$ cat src/cidt_ram.sv
// cidt_ram: generic simple dual-port RAM, one write and one registered read port.
// Width and depth set by parameters. No dependencies.
`default_nettype none

module cidt_ram #(
  parameter int WIDTH = 33,
  parameter int DEPTH = 128,
  localparam int ADDR_W = (DEPTH > 1) ? $clog2(DEPTH) : 1
) (
  input  wire logic              clk,
  input  wire logic              we,
  input  wire logic [ADDR_W-1:0] waddr,
  input  wire logic [WIDTH-1:0]  wdata,
  input  wire logic              re,
  input  wire logic [ADDR_W-1:0] raddr,
  output logic      [WIDTH-1:0]  rdata
);

  logic [WIDTH-1:0] mem [DEPTH];

  always_ff @(posedge clk) begin
    if (we) begin
      mem[waddr] <= wdata;
    end
    if (re) begin
      rdata <= mem[raddr];
    end
  end

endmodule

`default_nettype wire

$ cat config.mk
export PLATFORM = sky130hd
export DESIGN_NAME = cidt_ram
export DESIGN_NICKNAME = d
export VERILOG_FILES = /design/src/cidt_ram.sv
export SDC_FILE = /design/constraint.sdc
export NUM_CORES = 2
export LEC_CHECK = 0
export BUFFER_PORTS_ARGS = -buffer_cell sky130_fd_sc_hd__buf_2
export CAP_MARGIN = 10
export CORE_MARGIN = 8
export CORE_UTILIZATION = 30
export CTS_CLUSTER_SIZE = 12
export DETAILED_ROUTE_END_ITERATION = 16
export MAX_ROUTING_LAYER = met4
export PLACE_DENSITY = 0.5
export SETUP_SLACK_MARGIN = 0.3
export SLEW_MARGIN = 15
export SYNTH_ARGS = -nofsm -noshare
export SYNTH_HDL_FRONTEND = slang
export SYNTH_MEMORY_MAX_BITS = 65536
export SYNTH_SLANG_ARGS = --single-unit
$ cat constraint.sdc
create_clock -name clk -period 5 [get_ports clk]
set_clock_uncertainty 0.15 [all_clocks]
set_input_delay 1 -clock clk [delete_from_list [all_inputs] [get_ports clk]]
set_output_delay 1 -clock clk [all_outputs]
set_load 0.05 [all_outputs]
==> impl_metrics.tcl <==
set metrics [dict create \
    viasPerCell 5.19 \
    cts_hold_buf 0 \
    cts_tree "yes" \
    ant_nets 0 \
    cts_max_level 5 \
    post_cts_buffers 0 \
    maxCapViolations 0 \
    layout_common_cells "edfxtp_1, mux4_2, clkbuf_16" \
    drv_slew 0 \
    hold_viol_final 0 \
    synth_warnings 0 \
    cpPeakStageDelay_ns 0.70 \
    wl_mm 484 \
    root_buffer "clkbuf_16" \
    die_area_sq_um 562000 \
    initial_core_util_pct 30.1 \
    synth_area_leader_cell "edfxtp_1" \
    critical_path_class "input pin to flip-flop" \
    worstPathRequired_ns 5.56 \
    dr.pass1.iters 5 \
    ys_seq_area_share_pct 79.2 \
    setup_viol 0 \
    cts.path.max_buffers 4 \
    grt_pass1_vias 75800 \
    fin_nets 6847 \
    relSlewSlack_pct 15.4 \
    power_per_cell_area_nw_per_um2 394 \
    ioPinCount 83 \
    synth-seq-cells 4257 \
    cp_max_fo 25 \
    synth_fp_nets 6221 \
    cts_sinks 4257 \
    numCtsBuffers 441 \
    status "complete, no violations" \
    syn-cell-area_sq_um 161000 \
    synth.distinct_cells 15 \
    vias 74500 \
    synth.avg_cell_area_sq_um 26.2 \
    critPathSlowestCell "mux4_2" \
    worst_pin_slew_ns 1.27 \
    rows 269 \
    hold_ws_ns 0.271 \
    post-route-period-util_pct 73.7 \
    drive_above_1_share_pct 36.4 \
    grt.overflow.total 0 \
    grt_pass1_wl_mm 659 \
    synth_cells 6171 \
    worstPathArrival_ns 4.25 \
    path_cells "buf_12 -> buf_12 -> buf_12 -> buf_4 -> mux4_2 -> mux4_2 -> mux4_2 -> mux2_2" \
    period_needed_ns 3.69 \
    area_growth_syn_to_layout_pct 17.1 \
    path_clk_slew_ns 0.06 \
    antenna_found_initial 90 \
    hold_class "input pin to flip-flop" \
    drtIter0Drc 10100 \
    insertion_delay_ns 0.98 \
    die_y_um 750 \
    leakage_nw 56.9 \
    setup-tns-final_ns 0 \
    core_area_sq_um 536000 \
    grt_max_degree 129 \
    die_width_um 750 \
    total_power_w 0.0746 \
    io_buffers 82 \
    drc 0 \
    cts_resized 0 \
    rsz0062_at_grt "no" \
    synth_top_area_share_pct 79.2 \
    fmax_mhz 271 \
    layout_commonest_cell "edfxtp_1" \
    wl_per_cell_um 33.7 \
    place_congestion 0.785 \
    worstSetupStartpointType "input pin" \
    track_usage_pct 17.3 \
    dp_hpwl_mm 279 \
    synth.area.top_cells "edfxtp_1, mux4_2, clkbuf_1, buf_2, nor2_1" \
    ir_worst_vdd_mv 0.276 \
    endpoint_kind "flip-flop" \
]
-- Yosys cell counts --
cell type	count
edfxtp_1	4257
mux4_2	1386
clkbuf_1	184
nor2_1	122
buf_2	94
buf_1	46
mux2_2	33
nand2_1	14
nand3_1	12
nor3_1	9
nor2b_1	7
nand4_1	3
nand2b_1	2
buf_6	1
or3_1	1
-- area by class of cell --
cell class | count | area, sq um
Antenna cell | 53 | 133
Clock buffer | 583 | 11700
Clock inverter | 180 | 1510
Fill cell | 48900 | 347000
Multi-Input combinational cell | 1589 | 33200
Sequential cell | 4257 | 128000
Tap cell | 7181 | 8980
Timing Repair Buffer | 508 | 5680
-- logic make-up (layout without fill, tap and decap cells) --
group | Yosys count | count (layout) | synth area share (%)
buffers and inverters | 325 | 1271 | 0.833
and+or+nand+nor | 170 | 170 | 0.432
DFF | 4257 | 4257 | 79.2
muxes | 1419 | 1419 | 19.6
other | 0 | 53 | 0
-- critical path, delay by kind of cell --
family	cells	cell delay (ns)
muxes	4	2.13
buffers and inverters	4	1.00
-- state kept, by name, summed over array words and instances (netlist names) --
name and cells:
rdata 33, mem 4224
-- layer usage --
metal	vias up	routed length, um	GRT usage, %
li1	28600	-	-
met4	0	9640	3.34
met3	570	37100	2.68
met1	42300	208000	24.4
met2	3069	229000	27.0
met5	-	0	-
-- through the flow --
step	utilization, %	instances	instance area, sq um	setup slack (ns)
CTS	35.2	14300	189000	1.38
floorplan	-	6171	161000	0.541
detailed placement	32.8	13500	176000	0.315
global route	35.2	14300	189000	1.31
finish	35.3	14400	189000	1.31
global placement	32.8	13500	176000	0.319
-- path summary, 6_finish.rpt --
kind	startpoint	end	slack [ns]	cells past startpoint
worst min register to register	mem[119][22]$_DFFE_PP_	rdata[22]$_DFFE_PP_	1.04	4
worst min-delay path	wdata[3]	mem[43][3]$_DFFE_PP_	0.27	1
worst max-delay path	raddr[0]	rdata[29]$_DFFE_PP_	1.31	8
worst max register to register	mem[23][29]$_DFFE_PP_	rdata[29]$_DFFE_PP_	1.97	4
-- report_power, final --
part           total (W)  switching, W  internal, W
Clock             0.0307        0.0135       0.0172
Combinational    0.00420       0.00265      0.00155
Sequential        0.0396      0.000161       0.0395
No activity file was read; power rests on OpenSTA's default activity.
